File: src/rtl/pvd_pkg.sv
// Shared types, constants and header decode for the prefix varint decoder.
`default_nettype none

package pvd_pkg;

    localparam int unsigned ByteW   = 8;
    localparam int unsigned ValueW  = 64;
    localparam int unsigned LenW    = 4;
    localparam int unsigned OffsW   = 6;   // payload bit offset, max 56 while in flight
    localparam int unsigned AvailW  = 3;   // header payload bits, 0..7

    // Header prefix masks, one per prefix width of one to eight bits.
    localparam logic [ByteW-1:0] PfxMask1 = 8'h80;
    localparam logic [ByteW-1:0] PfxMask2 = 8'hC0;
    localparam logic [ByteW-1:0] PfxMask3 = 8'hE0;
    localparam logic [ByteW-1:0] PfxMask4 = 8'hF0;
    localparam logic [ByteW-1:0] PfxMask5 = 8'hF8;
    localparam logic [ByteW-1:0] PfxMask6 = 8'hFC;
    localparam logic [ByteW-1:0] PfxMask7 = 8'hFE;
    localparam logic [ByteW-1:0] PfxMask8 = 8'hFF;

    typedef struct packed {
        logic [LenW-1:0]   len;       // code length in bytes, 1..9
        logic [AvailW-1:0] avail;     // payload bits carried by the header
        logic [ByteW-1:0]  pay_mask;  // keeps the header payload bits
        logic [OffsW-1:0]  sign_pos;  // top payload bit of the code
    } t_hdr;

    typedef struct packed {
        logic [ValueW-1:0] magnitude;
        logic              sign_bit;
        logic [LenW-1:0]   code_length;
    } t_result;

    function automatic t_hdr f_hdr_decode(input logic [ByteW-1:0] b);
        t_hdr h;
        case (b) inside
            8'b0???????: h = '{4'd1, 3'd7, ~PfxMask1, 6'd6};
            8'b10??????: h = '{4'd2, 3'd6, ~PfxMask2, 6'd13};
            8'b110?????: h = '{4'd3, 3'd5, ~PfxMask3, 6'd20};
            8'b1110????: h = '{4'd4, 3'd4, ~PfxMask4, 6'd27};
            8'b11110???: h = '{4'd5, 3'd3, ~PfxMask5, 6'd34};
            8'b111110??: h = '{4'd6, 3'd2, ~PfxMask6, 6'd41};
            8'b1111110?: h = '{4'd7, 3'd1, ~PfxMask7, 6'd48};
            8'b11111110: h = '{4'd8, 3'd0, ~PfxMask8, 6'd55};
            default:     h = '{4'd9, 3'd0, ~PfxMask8, 6'd63};
        endcase
        return h;
    endfunction

endpackage

`default_nettype wire

File: src/rtl/pvd_in_if.sv
// Input byte channel of the prefix varint decoder.
`default_nettype none

interface pvd_in_if;
    logic                        valid;
    logic                        ready;
    logic [pvd_pkg::ByteW-1:0]   data_byte;
    logic                        is_signed;

    modport source (output valid, output data_byte, output is_signed, input ready);
    modport sink   (input valid, input data_byte, input is_signed, output ready);
endinterface

`default_nettype wire

File: src/rtl/pvd_out_if.sv
// Result channel of the prefix varint decoder.
`default_nettype none

interface pvd_out_if;
    logic                        valid;
    logic                        ready;
    logic [pvd_pkg::ValueW-1:0]  magnitude;
    logic                        sign_bit;
    logic [pvd_pkg::LenW-1:0]    code_length;

    modport source (output valid, output magnitude, output sign_bit, output code_length,
                    input ready);
    modport sink   (input valid, input magnitude, input sign_bit, input code_length,
                    output ready);
endinterface

`default_nettype wire

File: src/rtl/prefix_varint_decoder.sv
// Top level: prefix varint decoder, one stream byte per transfer, one result per code.
//
//  channel | dir | payload                                  | transfer
//  i_in    | in  | data_byte[7:0], is_signed                | valid & ready
//  o_out   | out | magnitude[63:0], sign_bit, code_length[3:0] | valid & ready
//
// One byte per cycle while the skid entry is empty. A code's result is formed
// from its last byte into the output register, or the skid entry if that is held.
// Per continuation byte, the work is one 64-bit shift-and-OR into the accumulator.
// Output register plus one skid entry: bytes keep flowing while a result waits;
// input ready drops only when both are full.
// i_rst_n (synchronous, active low) drops any partial code; next byte is a header.
`default_nettype none

module prefix_varint_decoder (
    input  wire          i_clk,
    input  wire          i_rst_n,
    pvd_in_if.sink       i_in,
    pvd_out_if.source    o_out
);

    localparam int unsigned ValueW = pvd_pkg::ValueW;
    localparam int unsigned LenW   = pvd_pkg::LenW;
    localparam int unsigned OffsW  = pvd_pkg::OffsW;
    localparam int unsigned ByteW  = pvd_pkg::ByteW;

    // decode state
    logic [LenW-1:0]   r_bytes_left, n_bytes_left;   // zero: next byte is a header
    logic [LenW-1:0]   r_code_bytes, n_code_bytes;
    logic [OffsW-1:0]  r_bit_offset, n_bit_offset;
    logic [OffsW-1:0]  r_sign_pos,   n_sign_pos;
    logic [ValueW-1:0] r_acc,        n_acc;
    logic              r_signed,     n_signed;

    // output register and skid entry
    logic              r_out_valid;
    pvd_pkg::t_result  r_out;
    logic              r_skid_valid;
    pvd_pkg::t_result  r_skid;

    logic              in_xfer;
    logic              out_free;
    logic              res_valid;
    pvd_pkg::t_result  res;
    pvd_pkg::t_hdr     hdr;
    logic              is_hdr;
    logic              sgn;

    assign i_in.ready = !r_skid_valid;
    assign in_xfer    = i_in.valid && i_in.ready;
    assign out_free   = !r_out_valid || o_out.ready;
    assign is_hdr     = (r_bytes_left == '0);
    assign hdr        = pvd_pkg::f_hdr_decode(i_in.data_byte);

    // next decode state and the result of the finishing byte
    always_comb begin
        n_bytes_left = r_bytes_left;
        n_code_bytes = r_code_bytes;
        n_bit_offset = r_bit_offset;
        n_sign_pos   = r_sign_pos;
        n_acc        = r_acc;
        n_signed     = r_signed;
        res_valid    = 1'b0;

        if (in_xfer) begin
            if (is_hdr) begin
                // header: keep the bits below the terminating zero
                n_code_bytes = hdr.len;
                n_bit_offset = OffsW'(hdr.avail);
                n_sign_pos   = hdr.sign_pos;
                n_signed     = i_in.is_signed;
                n_acc        = ValueW'(i_in.data_byte & hdr.pay_mask);
                n_bytes_left = hdr.len - LenW'(1);
                res_valid    = (hdr.len == LenW'(1));
            end else begin
                // continuation: whole byte lands at the running offset
                n_acc        = r_acc | (ValueW'(i_in.data_byte) << r_bit_offset);
                n_bit_offset = r_bit_offset + OffsW'(ByteW);
                n_bytes_left = r_bytes_left - LenW'(1);
                res_valid    = (r_bytes_left == LenW'(1));
            end
        end

        // sign extraction at the code's top payload bit
        sgn             = n_signed && n_acc[n_sign_pos];
        res.magnitude   = n_acc & ~(ValueW'(n_signed) << n_sign_pos);
        res.sign_bit    = sgn;
        res.code_length = n_code_bytes;
    end

    always_ff @(posedge i_clk) begin
        if (!i_rst_n) begin
            r_bytes_left <= '0;
        end else begin
            r_bytes_left <= n_bytes_left;
        end
        r_code_bytes <= n_code_bytes;
        r_bit_offset <= n_bit_offset;
        r_sign_pos   <= n_sign_pos;
        r_acc        <= n_acc;
        r_signed     <= n_signed;
    end

    // result staging: output register first, skid when it is held
    always_ff @(posedge i_clk) begin
        if (!i_rst_n) begin
            r_out_valid  <= 1'b0;
            r_skid_valid <= 1'b0;
        end else if (out_free) begin
            if (r_skid_valid) begin
                r_out_valid  <= 1'b1;
                r_skid_valid <= 1'b0;
            end else begin
                r_out_valid  <= res_valid;
            end
        end else if (res_valid) begin
            r_skid_valid <= 1'b1;
        end
    end

    always_ff @(posedge i_clk) begin
        if (out_free) begin
            r_out <= r_skid_valid ? r_skid : res;
        end
        if (!out_free && res_valid) begin
            r_skid <= res;
        end
    end

    assign o_out.valid       = r_out_valid;
    assign o_out.magnitude   = r_out.magnitude;
    assign o_out.sign_bit    = r_out.sign_bit;
    assign o_out.code_length = r_out.code_length;

    // skid is only used behind a held output
    a_skid_behind_out: assert property (@(posedge i_clk) disable iff (!i_rst_n)
        r_skid_valid |-> r_out_valid)
        else $error("skid entry valid with empty output register");

    // countdown never exceeds the longest code
    a_bytes_left_range: assert property (@(posedge i_clk) disable iff (!i_rst_n)
        r_bytes_left <= LenW'(8))
        else $error("byte countdown out of range");

    // emitted lengths are 1..9
    a_len_range: assert property (@(posedge i_clk) disable iff (!i_rst_n)
        r_out_valid |-> (r_out.code_length >= LenW'(1) && r_out.code_length <= LenW'(9)))
        else $error("code length out of range");

    // a single-byte header with a free output shows up next cycle
    a_short_code: assert property (@(posedge i_clk) disable iff (!i_rst_n)
        (in_xfer && is_hdr && !i_in.data_byte[ByteW-1] && out_free && !r_skid_valid)
        |=> (r_out_valid && r_out.code_length == LenW'(1)))
        else $error("one byte code not emitted");

    // sign bit is cleared from the magnitude of a nine byte code
    a_sign_cleared: assert property (@(posedge i_clk) disable iff (!i_rst_n)
        (r_out_valid && r_out.sign_bit && r_out.code_length == LenW'(9))
        |-> !r_out.magnitude[ValueW-1])
        else $error("sign bit left in magnitude");

endmodule

`default_nettype wire
File: src/flat_wrapper.sv
// flat-port wrapper written by rule: the top's interface ports become plain ports
module prefix_varint_decoder_flat 
  (i_clk, i_rst_n, i_in_valid, i_in_data_byte, i_in_is_signed, i_in_ready, o_out_valid, o_out_magnitude, o_out_sign_bit, o_out_code_length, o_out_ready);
  pvd_in_if i_in_i ();
  pvd_out_if o_out_i ();
  input  wire i_clk;
  input  wire i_rst_n;
  input wire logic [$bits(i_in_i.valid)-1:0] i_in_valid;
  input wire logic [$bits(i_in_i.data_byte)-1:0] i_in_data_byte;
  input wire logic [$bits(i_in_i.is_signed)-1:0] i_in_is_signed;
  output wire logic [$bits(i_in_i.ready)-1:0] i_in_ready;
  output wire logic [$bits(o_out_i.valid)-1:0] o_out_valid;
  output wire logic [$bits(o_out_i.magnitude)-1:0] o_out_magnitude;
  output wire logic [$bits(o_out_i.sign_bit)-1:0] o_out_sign_bit;
  output wire logic [$bits(o_out_i.code_length)-1:0] o_out_code_length;
  input wire logic [$bits(o_out_i.ready)-1:0] o_out_ready;
  assign i_in_i.valid = i_in_valid;
  assign i_in_i.data_byte = i_in_data_byte;
  assign i_in_i.is_signed = i_in_is_signed;
  assign i_in_ready = i_in_i.ready;
  assign o_out_valid = o_out_i.valid;
  assign o_out_magnitude = o_out_i.magnitude;
  assign o_out_sign_bit = o_out_i.sign_bit;
  assign o_out_code_length = o_out_i.code_length;
  assign o_out_i.ready = o_out_ready;
  prefix_varint_decoder u_core (.i_clk(i_clk), .i_rst_n(i_rst_n), .i_in(i_in_i), .o_out(o_out_i));
endmodule
File: config.mk
export PLATFORM = sky130hd
export DESIGN_NAME = prefix_varint_decoder_flat
export DESIGN_NICKNAME = d
export VERILOG_FILES = /design/src/rtl/pvd_pkg.sv /design/src/rtl/pvd_in_if.sv /design/src/rtl/pvd_out_if.sv /design/src/rtl/prefix_varint_decoder.sv /design/src/flat_wrapper.sv
export SDC_FILE = /design/constraint.sdc
export NUM_CORES = 1
export LEC_CHECK = 0
export BUFFER_PORTS_ARGS = -buffer_cell sky130_fd_sc_hd__clkbuf_2
export CAP_MARGIN = 30
export CORE_MARGIN = 2
export CORE_UTILIZATION = 65
export DETAILED_ROUTE_END_ITERATION = 8
export MAX_ROUTING_LAYER = met4
export PLACE_DENSITY = 0.86
export SLEW_MARGIN = 5
export SYNTH_ARGS = -nofsm -noshare
export SYNTH_HDL_FRONTEND = slang
export SYNTH_SLANG_ARGS = --single-unit
File: constraint.sdc
create_clock -name i_clk -period 9.9 [get_ports i_clk]
set_input_delay 1.98 -clock i_clk [delete_from_list [all_inputs] [get_ports i_clk]]
set_output_delay 1.98 -clock i_clk [all_outputs]
set_load 0.01 [all_outputs]
=== Word level (Yosys, flattened, before mapping) ===
Cells that the tools add are included.

* Word-level logic and storage cells: 68
* Register bits: 225
* Output and inout port bits: 71
* Input bits: 13

* Add/sub/neg operators: 3
* Shifts and indexed selects: 2
* Equality and inequality tests: 9
* Order comparisons: 1
* Bitwise logic cells: 5
* Reductions and logical operators: 9
* Muxes and demuxes: 24

{| class="wikitable"
|+ Operators with widths
! kind !! number
|-
| $mux W21 || 7
|-
| $mux W64 || 2
|-
| $mux W69 || 1
|-
| $and A64 B64 Y64 || 1
|-
| $not A64 Y64 || 1
|-
| $or A64 B64 Y64 || 1
|-
| $shl A1 B6 Y64 || 1
|-
| $shl A8 B6 Y64 || 1
|-
| $mux W18 || 1
|-
| $mux W4 || 3
|-
| $mux W6 || 2
|-
| $and A8 B8 Y8 || 1
|-
| $eq A4 B1 Y1 const B || 2
|-
| $eq A8 B8 Y1 const B || 1
|-
| $sub A4 B1 Y4 const B || 2
|-
| $eq A7 B7 Y1 const B || 1
|-
| $lt A6 B7 Y1 const B || 1
|-
| $add A6 B4 Y6 const B || 1
|-
| $bmux W1 S6 || 1
|-
| $eq A6 B6 Y1 const B || 1
|-
| $mux W1 || 6
|-
| $eq A5 B5 Y1 const B || 1
|-
| $eq A4 B4 Y1 const B || 1
|-
| $logic_not A4 Y1 || 1
|-
| other kinds (8) || 12
|}

=== Depth between registers and ports, before layout ===
Gate-level depths: netlist of the first run.

* Depth after elaboration: 16
* Depth in mapped cells: 14
* Depth with buffers taken out: 13

=== Worst setup path after synthesis of the first run ===
OpenSTA, ideal clock, no wires.

* Path kind: in2reg
* Start point: in o_out_ready
* End point: reg u_core.r_skid[0] (netlist bit), enable pin
* Required time: 9.404 ns
* Stages: 2
* Setup slack: 2.659 ns
* Setup time: 0.496 ns
* Buffers on the path: 0
* Arrival time: 6.745 ns
* Path through: nand2b_1 > nor2_1

* Cells in the longest elaborated chain, start to end: 3

{| class="wikitable"
|+ RTL lines
! item !! RTL line !! text
|-
| from (decl) || flat_wrapper.sv:16 || <nowiki>input wire logic [$bits(o_out_i.ready)-1:0] o_out_ready;</nowiki>
|-
| $logic_or A1 B1 Y1 || prefix_varint_decoder.sv:51 || <nowiki>assign out_free = !r_out_valid || o_out.ready;</nowiki>
|-
| $logic_not A1 Y1 || prefix_varint_decoder.sv:125 || <nowiki>if (!out_free && res_valid) begin</nowiki>
|-
| $logic_and A1 B1 Y1 || prefix_varint_decoder.sv:125 ||
|-
| to (signal assigned) || prefix_varint_decoder.sv:126 || <nowiki>r_skid <= res;</nowiki>
|-
| to (decl) || prefix_varint_decoder.sv:39 || <nowiki>pvd_pkg::t_result r_skid;</nowiki>
|}

No other way between the ends.
A chain may end at the register's enable or synchronous reset.

==> results.tsv, run 1 <==
metric	value	unit
share_clk_of_total_power	30.8	%
worst_setup_path_end_kind	flop	
share_of_flip_flops_with_an_asynchronous_set_or_reset_after_synthesis	0	%
drt_first_pass_iters	7	
die_w	131	um
setup_total_negative_slack	0	ps
cts-htree-levels	1	
die_area	17200	um^2
timing.critical_path.required	10150	ps
synth-simple-area-share	11.5	%
nets_final	983	
peakVddDrop	169	uV
timing.critical_path.cells	clkbuf_2 -> nand2b_4 -> inv_2 -> nand2_2 -> o31ai_4 -> inv_1 -> nor3_1 -> nand2_1 -> o21a_1 -> mux2_2	
portion_of_netlist_area_occupied_by_mux_cells	11.0	%
fin_area	11900	um^2
design.core.area	15800	um^2
grtUsageTotal	34.6	%
port-buffer-count	83	
ys_ff_latch	225	
critical_path.top_delay_family	simple AND/OR/NAND/NOR gates	
cts.repair_timing.setup_buffer_count	0	
postCtsResizedCells	0	
power.net_switching	977	uW
die_height	131	um
timing.critical_path.buf_inv	3	
hold_path.class	reg -> reg	
ctsRootBufferMaster	sky130_fd_sc_hd__clkbuf_16	
cts_tree	done	
synth_seq_area_share	56.6	%
grt_first_pass_wirelength	44900	um
final_wirelength	29500	um
hold_buffers	0	
synthMostInstantiatedCell	sky130_fd_sc_hd__edfxtp_1	
outcome	finished clean	
fmax	181	MHz
power.density_cell_area	254	nW/um^2
core_rows	46	
cts_max_path_buffers	3	
post_drt_via_cell_ratio	6.69	
holdPathEnd	u_core.r_code_bytes[0]	
final.fill_count	1035	
detail_route.wl_per_cell	24.6	um
final_antenna_net_count	0	
yosysTopAreaCellShare	41.2	%
reg2reg_setup_slack	4880	ps
syn_avg_cell_area	11.7	um^2
area_growth_from_synthesis_to_final_layout	13.7	%
synth.lib_cells_used.distinct	82	
clock_latency	510	ps
clock_sinks	225	
finalWeightedCongestion	1.02	
crit-reg2reg-capture	u_core.o_out.magnitude[16]	
dr.first_iter.drc_count	891	
reg2reg_depth	10	
worst_path_largest_cell_delay	940	ps
post_route_cells_drive_above_1_share	24.9	%
crit_path_from	i_in_valid	
arrival	5760	ps
clock-skew-final	12.5	ps
finalSetupViolCount	0	
post_synth_most_frequent_cells	144 x sky130_fd_sc_hd__edfxtp_1, 81 x sky130_fd_sc_hd__dfxtp_1, 81 x sky130_fd_sc_hd__nor2_1, 69 x sky130_fd_sc_hd__mux2_2	
placed_cell_area	11100	um^2
syn-instance-count	896	
synth-edff-count	144	
cts-buffers-inserted	23	
detail_route.drc_violations	0	
synth_nets	914	
hold_path_depth	1	
post-route-period-util	55.7	%
detailedPlacementHpwl	19500	um
power.switching_fraction	32.2	%
p_seq_share	41.1	%
first_global_vias	7737	
synth_area	10500	um^2
r2r-start	u_core.r_bytes_left[1]	
p_comb_share	28.1	%
startpoint_type	primary input	
detailroute.via_count	8012	
fin_crit	5520	ps
post_synth_fa_ha_maj_area_fraction	0.595	%
finalHoldViolCount	0	
synth-compound-area-share	16.8	%
ys.flop_type	sky130_fd_sc_hd__edfxtp_1	
insertedDiodeCount	0	
yosys.area.top_type	sky130_fd_sc_hd__edfxtp_1	
largest_family_of_logic_cells_by_synthesized_area	compound AO/OA/AOI/OAI gates	
worst-setup-path-type	in -> reg	
cellInternalPower	2060	uW
antenna_found_initial	0	
holdCritStartpoint	u_core.r_code_bytes[0]	
p_leak	0.00470	uW
grt_remaining_overflow	0	
critPathMaxFanout	36	
post_synth_xor_area_fraction	0.167	%
rsz0062_at_grt	false	
synth_area_leaders	sky130_fd_sc_hd__edfxtp_1 41%, sky130_fd_sc_hd__dfxtp_1 15%, sky130_fd_sc_hd__mux2_2 7.4%, sky130_fd_sc_hd__o21a_1 4.7%, sky130_fd_sc_hd__nor2_1 2.9%	
drv_cap	0	
worst_setup_hold_path_clk_slew	60	ps
worst_slew_margin_rel	27.8	%
final-max-slew-violation-count	0	
critPathSlowestCell	sky130_fd_sc_hd__o31ai_4	
worst-slew-pin-transition	1080	ps
yosys_warnings	0	
ios	84	
grt_start_max_net_pins	73	
start_util	66.4	%
==> metrics by stage <==
stage / hold slack (ps) / worst slack, ps / power (uW) / util (%) / std cells
6_report: 501 / 4380 / 3040 / 75.5 / 1197
5_1_grt: 513 / 4180 / 3140 / 75.5 / 1197
4_1_cts: 501 / 4580 / 3010 / 75.0 / 1194
3_5_place_dp: 487 / 4080 / 2080 / 69.9 / 1153
3_3_place_gp: 476 / 4090 / 2070 / 69.8 / 1151
2_1_floorplan: 450 / 2660 / 1790 / - / 896
==> sequential cells by signal, indices dropped and copies added, names as in the netlist <==
register and cells:
u_core.r_skid 69, u_core.o_out.code_length 4, u_core.r_sign_pos 6, u_core.r_bytes_left 4, u_core.r_code_bytes 4, u_core.o_out.magnitude 64
u_core.r_bit_offset 6, u_core.r_signed 1, u_core.o_out.valid 1, u_core.r_skid_valid 1, u_core.o_out.sign_bit 1, u_core.r_acc 64
==> cells by family (layout without fill, tap and decap cells) <==
family | count (synthesis) | in the layout
buffers and inverters | 79 | 164
and+or+nand+nor | 249 | 249
adders and majority gates | 5 | 5
muxes | 93 | 93
xor gates and xnor gates | 2 | 2
AOI/OAI and AO/OA | 243 | 243
DFF | 225 | 225
==> layout make-up <==
class / instances / area [um^2] / share of cell area, %
multi-input cells: 592 / 4240 / 35.5
flip-flops and latches: 225 / 5950 / 49.8
repair buffers: 99 / 579 / 4.85
well taps: 216 / 270 / 2.26
inverters: 24 / 90.1 / 0.754
clock inverters: 14 / 224 / 1.88
clock buffers: 27 / 591 / 4.94
==> how the worst max path moves through the flow <==
stage | end | slack [ps] | cells past startpoint
finish | u_core.o_out.magnitude[16] | 4380 | 10
global route | u_core.o_out.sign_bit | 4180 | 12
CTS | u_core.o_out.magnitude[32] | 4580 | 10
detailed placement | u_core.o_out.magnitude[16] | 4080 | 10
global placement | u_core.o_out.magnitude[0] | 4090 | 10
floorplan | u_core.r_skid[0] | 2660 | 2
==> power by group through the flow <==
stage	clock [uW]	combinational (uW)	sequential [uW]
after floorplan	0	507	1290
after global placement	0	806	1260
after detailed placement	0	813	1270
after CTS	939	821	1250
after global routing	978	902	1260
final	936	853	1250
==> cells in the final DEF, fill, tap and decap left out, types with 6 or more instances in the layout <==
| cell type | synthesis | layout |
|---|---|---|
| sky130_fd_sc_hd__edfxtp_1 | 144 | 144 |
| sky130_fd_sc_hd__clkbuf_2 | 0 | 83 |
| sky130_fd_sc_hd__dfxtp_1 | 81 | 81 |
| sky130_fd_sc_hd__nor2_1 | 81 | 80 |
| sky130_fd_sc_hd__mux2_2 | 69 | 69 |
| sky130_fd_sc_hd__nand2_1 | 66 | 66 |
| sky130_fd_sc_hd__o21a_1 | 66 | 66 |
| sky130_fd_sc_hd__a21oi_1 | 48 | 48 |
| sky130_fd_sc_hd__clkbuf_16 | 0 | 23 |
| sky130_fd_sc_hd__nand3_1 | 21 | 21 |
| sky130_fd_sc_hd__o21ai_0 | 17 | 17 |
| sky130_fd_sc_hd__inv_1 | 18 | 17 |
| sky130_fd_sc_hd__a31oi_1 | 16 | 16 |
| sky130_fd_sc_hd__nor3_1 | 16 | 16 |
| sky130_fd_sc_hd__and2_1 | 14 | 14 |
| sky130_fd_sc_hd__buf_4 | 1 | 11 |
| sky130_fd_sc_hd__a221o_1 | 9 | 9 |
| sky130_fd_sc_hd__and3_1 | 9 | 9 |
| sky130_fd_sc_hd__nor2b_1 | 9 | 9 |
| sky130_fd_sc_hd__mux4_2 | 9 | 9 |
| sky130_fd_sc_hd__a221oi_1 | 7 | 7 |
| sky130_fd_sc_hd__mux2i_1 | 7 | 7 |
| sky130_fd_sc_hd__a211oi_1 | 7 | 7 |
| sky130_fd_sc_hd__o221ai_1 | 6 | 6 |
| sky130_fd_sc_hd__o211ai_1 | 6 | 6 |
| sky130_fd_sc_hd__o22ai_1 | 6 | 6 |
| sky130_fd_sc_hd__bufinv_16 | 0 | 6 |
==> layer usage <==
layer / share of wire, % / track usage [%] / wire [um] / up-vias
met1: 39 / 45.6 / 11600 / 3848
li1: - / - / - / 3536
met2: 46 / 53.8 / 13700 / 511
met5: 0 / - / 0 / -
met3: 9.4 / 5.71 / 2770 / 117
met4: 4.6 / 14.8 / 1350 / 0
Note: power is estimated with default switching activity, not from simulation.
==> inputs of run 2 (changes only) <==
--- a/config.mk
+++ b/config.mk
@@ -5,13 +5,14 @@
 export SDC_FILE = /design/constraint.sdc
 export NUM_CORES = 1
 export LEC_CHECK = 0
+export ABC_AREA = 1
 export BUFFER_PORTS_ARGS = -buffer_cell sky130_fd_sc_hd__clkbuf_2
 export CAP_MARGIN = 30
 export CORE_MARGIN = 2
-export CORE_UTILIZATION = 65
+export CORE_UTILIZATION = 60
 export DETAILED_ROUTE_END_ITERATION = 8
 export MAX_ROUTING_LAYER = met4
-export PLACE_DENSITY = 0.86
+export PLACE_DENSITY = 0.81
 export SLEW_MARGIN = 5
 export SYNTH_ARGS = -nofsm -noshare
 export SYNTH_HDL_FRONTEND = slang
==> constraint.sdc (replaced) <==
create_clock -name i_clk -period 5.57 [get_ports i_clk]
set_input_delay 1.114 -clock i_clk [delete_from_list [all_inputs] [get_ports i_clk]]
set_output_delay 1.114 -clock i_clk [all_outputs]
set_load 0.01 [all_outputs]
==> run 2 against run 1 <==
  * The run now ends with design-rule violations left
  * Utilization decreased by 6.9 points
  * Sequential share of layout area decreased by 1.8 points
  * Via count increased by 18%
  * Total power increased by 130%
  * Flip-flop and latch count unchanged
  * Hold slack got worse by 22 ps
  * Clock skew about the same
  * Critical path type unchanged
==> results.tsv, run 2 <==
metric	value	unit
outcome	complete, but fails checks	
failed_checks	design-rule violations	
critPathSlowestCell	sky130_fd_sc_hd__inv_2	
synth_area_leaders	sky130_fd_sc_hd__edfxtp_1 39%, sky130_fd_sc_hd__dfxtp_1 15%, sky130_fd_sc_hd__nand2_1 13%, sky130_fd_sc_hd__nand3_1 9.0%, sky130_fd_sc_hd__inv_1 4.9%	
yosys.area.top_type	sky130_fd_sc_hd__edfxtp_1	
syn-instance-count	1329	
startpoint_type	primary input	
detail_route.drc_violations	7	
share_clk_of_total_power	24.1	%
finalHoldViolCount	0	
port-buffer-count	83	
layout_common_cells	388 x sky130_fd_sc_hd__nand2_1, 199 x sky130_fd_sc_hd__nand3_1, 144 x sky130_fd_sc_hd__inv_1, 144 x sky130_fd_sc_hd__edfxtp_1, 83 x sky130_fd_sc_hd__clkbuf_2	
cts_tree	done	
reg2reg_setup_slack	2000	ps
timing.critical_path.required	5850	ps
nets_final	1401	
cellInternalPower	4110	uW
post_drt_via_cell_ratio	5.82	
start_util	61.4	%
worst_path_largest_cell_delay	560	ps
synth_area	11100	um^2
cts_max_path_buffers	3	
holdCritStartpoint	u_core.r_acc[11]	
p_seq_share	37.3	%
dpl.cell_count	1585	
worst-slew-pin-transition	953	ps
first_global_vias	8834	
max_flop_register	u_core.r_skid	
setup_total_negative_slack	0	ps
post_synth_most_frequent_cells	389 x sky130_fd_sc_hd__nand2_1, 199 x sky130_fd_sc_hd__nand3_1, 144 x sky130_fd_sc_hd__edfxtp_1, 144 x sky130_fd_sc_hd__inv_1, 81 x sky130_fd_sc_hd__dfxtp_1	
core_rows	49	
final_antenna_net_count	0	
post_route_cells_drive_above_1_share	15.4	%
antenna_found_initial	1	
ctsRootBufferMaster	sky130_fd_sc_hd__clkbuf_16	
fin_crit	3590	ps
ys.flop_type	sky130_fd_sc_hd__edfxtp_1	
top_layer	met4	
worst_setup_path_end_kind	flop	
yosysTopAreaCellShare	39.0	%
cts-buffers-inserted	24	
peakVddDrop	338	uV
synth_nets	1347	
post-route-period-util	64.4	%
p_leak	0.00582	uW
critPathMaxFanout	30	
reg2reg_depth	14	
worst_setup_hold_path_clk_slew	60	ps
detail_route.wl_per_cell	18.7	um
hold_path_depth	2	
final-max-slew-violation-count	0	
holdPathEnd	u_core.r_acc[11]	
cp_common_cell	sky130_fd_sc_hd__nand2_1	
drv_cap	0	
rsz0062_at_grt	false	
clock_sinks	225	
final_common_cell	sky130_fd_sc_hd__nand2_1	
grt_start_max_net_pins	86	
worst-setup-path-type	in -> reg	
r2r-start	u_core.r_bytes_left[0]	
grt_remaining_overflow	0	
synth_seq_area_share	53.6	%
p_comb_share	38.6	%
max_reg_flops	69	
yosys_warnings	0	
finalNonFillerCells	1631	
hold_path.class	reg -> reg	
clock_latency	530	ps
timing.critical_path.cells	clkbuf_2 -> nand2_2 -> nor2_8 -> nand3_1 -> nand4_2 -> o21ai_2 -> inv_2 -> nand2_2 -> nor3_2 -> nand2_1 -> nor2_1 -> a21oi_1 -> nand2_1 -> nand2_1	
detailroute.via_count	9490	
die_height	140	um
clock-skew-final	12.9	ps
finalWeightedCongestion	1.03	
die_w	140	um
synth.lib_cells_used.distinct	48	
grt_first_pass_wirelength	48000	um
drt-met1-wl	13300	um
worst_slew_margin_rel	36.5	%
die_area	19600	um^2
length_of_routed_met3_wiring	2970	um
postCtsResizedCells	0	
power.net_switching	2750	uW
hold_buffers	0	
syn_avg_cell_area	8.35	um^2
ys_ff_latch	225	
crit-reg2reg-capture	u_core.o_out.magnitude[62]	
cts-htree-levels	1	
area_growth_from_synthesis_to_final_layout	11.8	%
grtUsageTotal	32.0	%
ios	84	
detailedPlacementHpwl	20900	um
drt_first_pass_iters	8	
synth-edff-count	144	
dr.first_iter.drc_count	1357	
cts.repair_timing.setup_buffer_count	0	
power.density_cell_area	553	nW/um^2
met2_length	13500	um
share_of_flip_flops_with_an_asynchronous_set_or_reset_after_synthesis	0	%
synthMostInstantiatedCell	sky130_fd_sc_hd__nand2_1	
finalSetupViolCount	0	
power.switching_fraction	40.1	%
fmax	279	MHz
arrival	3870	ps
design.core.area	18100	um^2
final_wirelength	30400	um
==> run 2: cell count changes in the layout (fill, tap and decap cells not counted), moves of 21 or more <==
cell                      previous run  this run
sky130_fd_sc_hd__nor2_1             80        59
sky130_fd_sc_hd__o21a_1             66         2
sky130_fd_sc_hd__nand3_1            21       199
sky130_fd_sc_hd__nand2_1            66       388
sky130_fd_sc_hd__mux2_2             69         0
sky130_fd_sc_hd__inv_1              17       144
sky130_fd_sc_hd__nand4_1             4        26
==> run 2: worst max-delay path by stage <==
stage                            from  slack (ps)  depth (start not counted)                         end
6_report            i_in_data_byte[5]        1980                         14  u_core.o_out.magnitude[24]
5_1_grt        u_core.r_bytes_left[0]        1820                         14  u_core.o_out.magnitude[62]
4_1_cts        u_core.r_bytes_left[0]        2090                         14  u_core.o_out.magnitude[62]
3_5_place_dp               i_in_valid        1590                         13  u_core.o_out.magnitude[62]
3_3_place_gp        i_in_data_byte[5]        1580                         14  u_core.o_out.magnitude[56]
2_1_floorplan             o_out_ready          50                          3            u_core.r_skid[0]
==> run 2: cells by family after synthesis <==
group / Yosys count / synth area share (%)
AOI/OAI and AO/OA: 147 / 7.94
adders and majority gates: 5 / 0.564
DFF: 225 / 53.6
and+or+nand+nor: 722 / 29.1
xor gates and xnor gates: 2 / 0.158
buffers and inverters: 228 / 8.67
==> run 2: power groups by stage <==
stage	registers, uW	clock network, uW	logic [uW]
after floorplan	2650	0	1720
after global placement	2570	0	2530
after detailed placement	2580	0	2570
after CTS	2560	1660	2590
after global routing	2600	1730	2890
final	2560	1660	2650
==> run 2: worst max-delay path, delay by kind of cell <==
family                 cells  cell delay [ps]
and+or+nand+nor           10             1600
buffers and inverters      2              720
AOI/OAI and AO/OA          2              410
==> run 2: per-layer routing <==
| layer | vias to the layer above | global-route usage, % |
|---|---|---|
| li1 | 4501 | - |
| met4 | 0 | 8.61 |
| met1 | 4412 | 45.8 |
| met5 | - | - |
| met3 | 66 | 5.26 |
| met2 | 511 | 47.8 |
==> run 2: cell type report <==
type / count / area (um^2)
Sequential cell: 225 / 5950
Clock buffer: 30 / 654
Tap cell: 229 / 287
Fill cell: 1505 / 5680
Antenna cell: 1 / 2.50
Inverter: 156 / 589
Multi-Input combinational cell: 876 / 4210
Timing Repair Buffer: 100 / 556
Clock inverter: 14 / 163
==> run 2: per-stage QoR <==
step	utilization, %	setup WS (ps)	total power [uW]	hold WS (ps)	instance area (um^2)
4_1_cts	68.5	2090	6810	478	12400
5_1_grt	68.6	1820	7220	500	12400
6_report	68.6	1980	6860	479	12400
3_5_place_dp	64.0	1590	5150	468	11600
2_1_floorplan	-	46.2	4380	438	11100
3_3_place_gp	64.0	1580	5100	461	11600
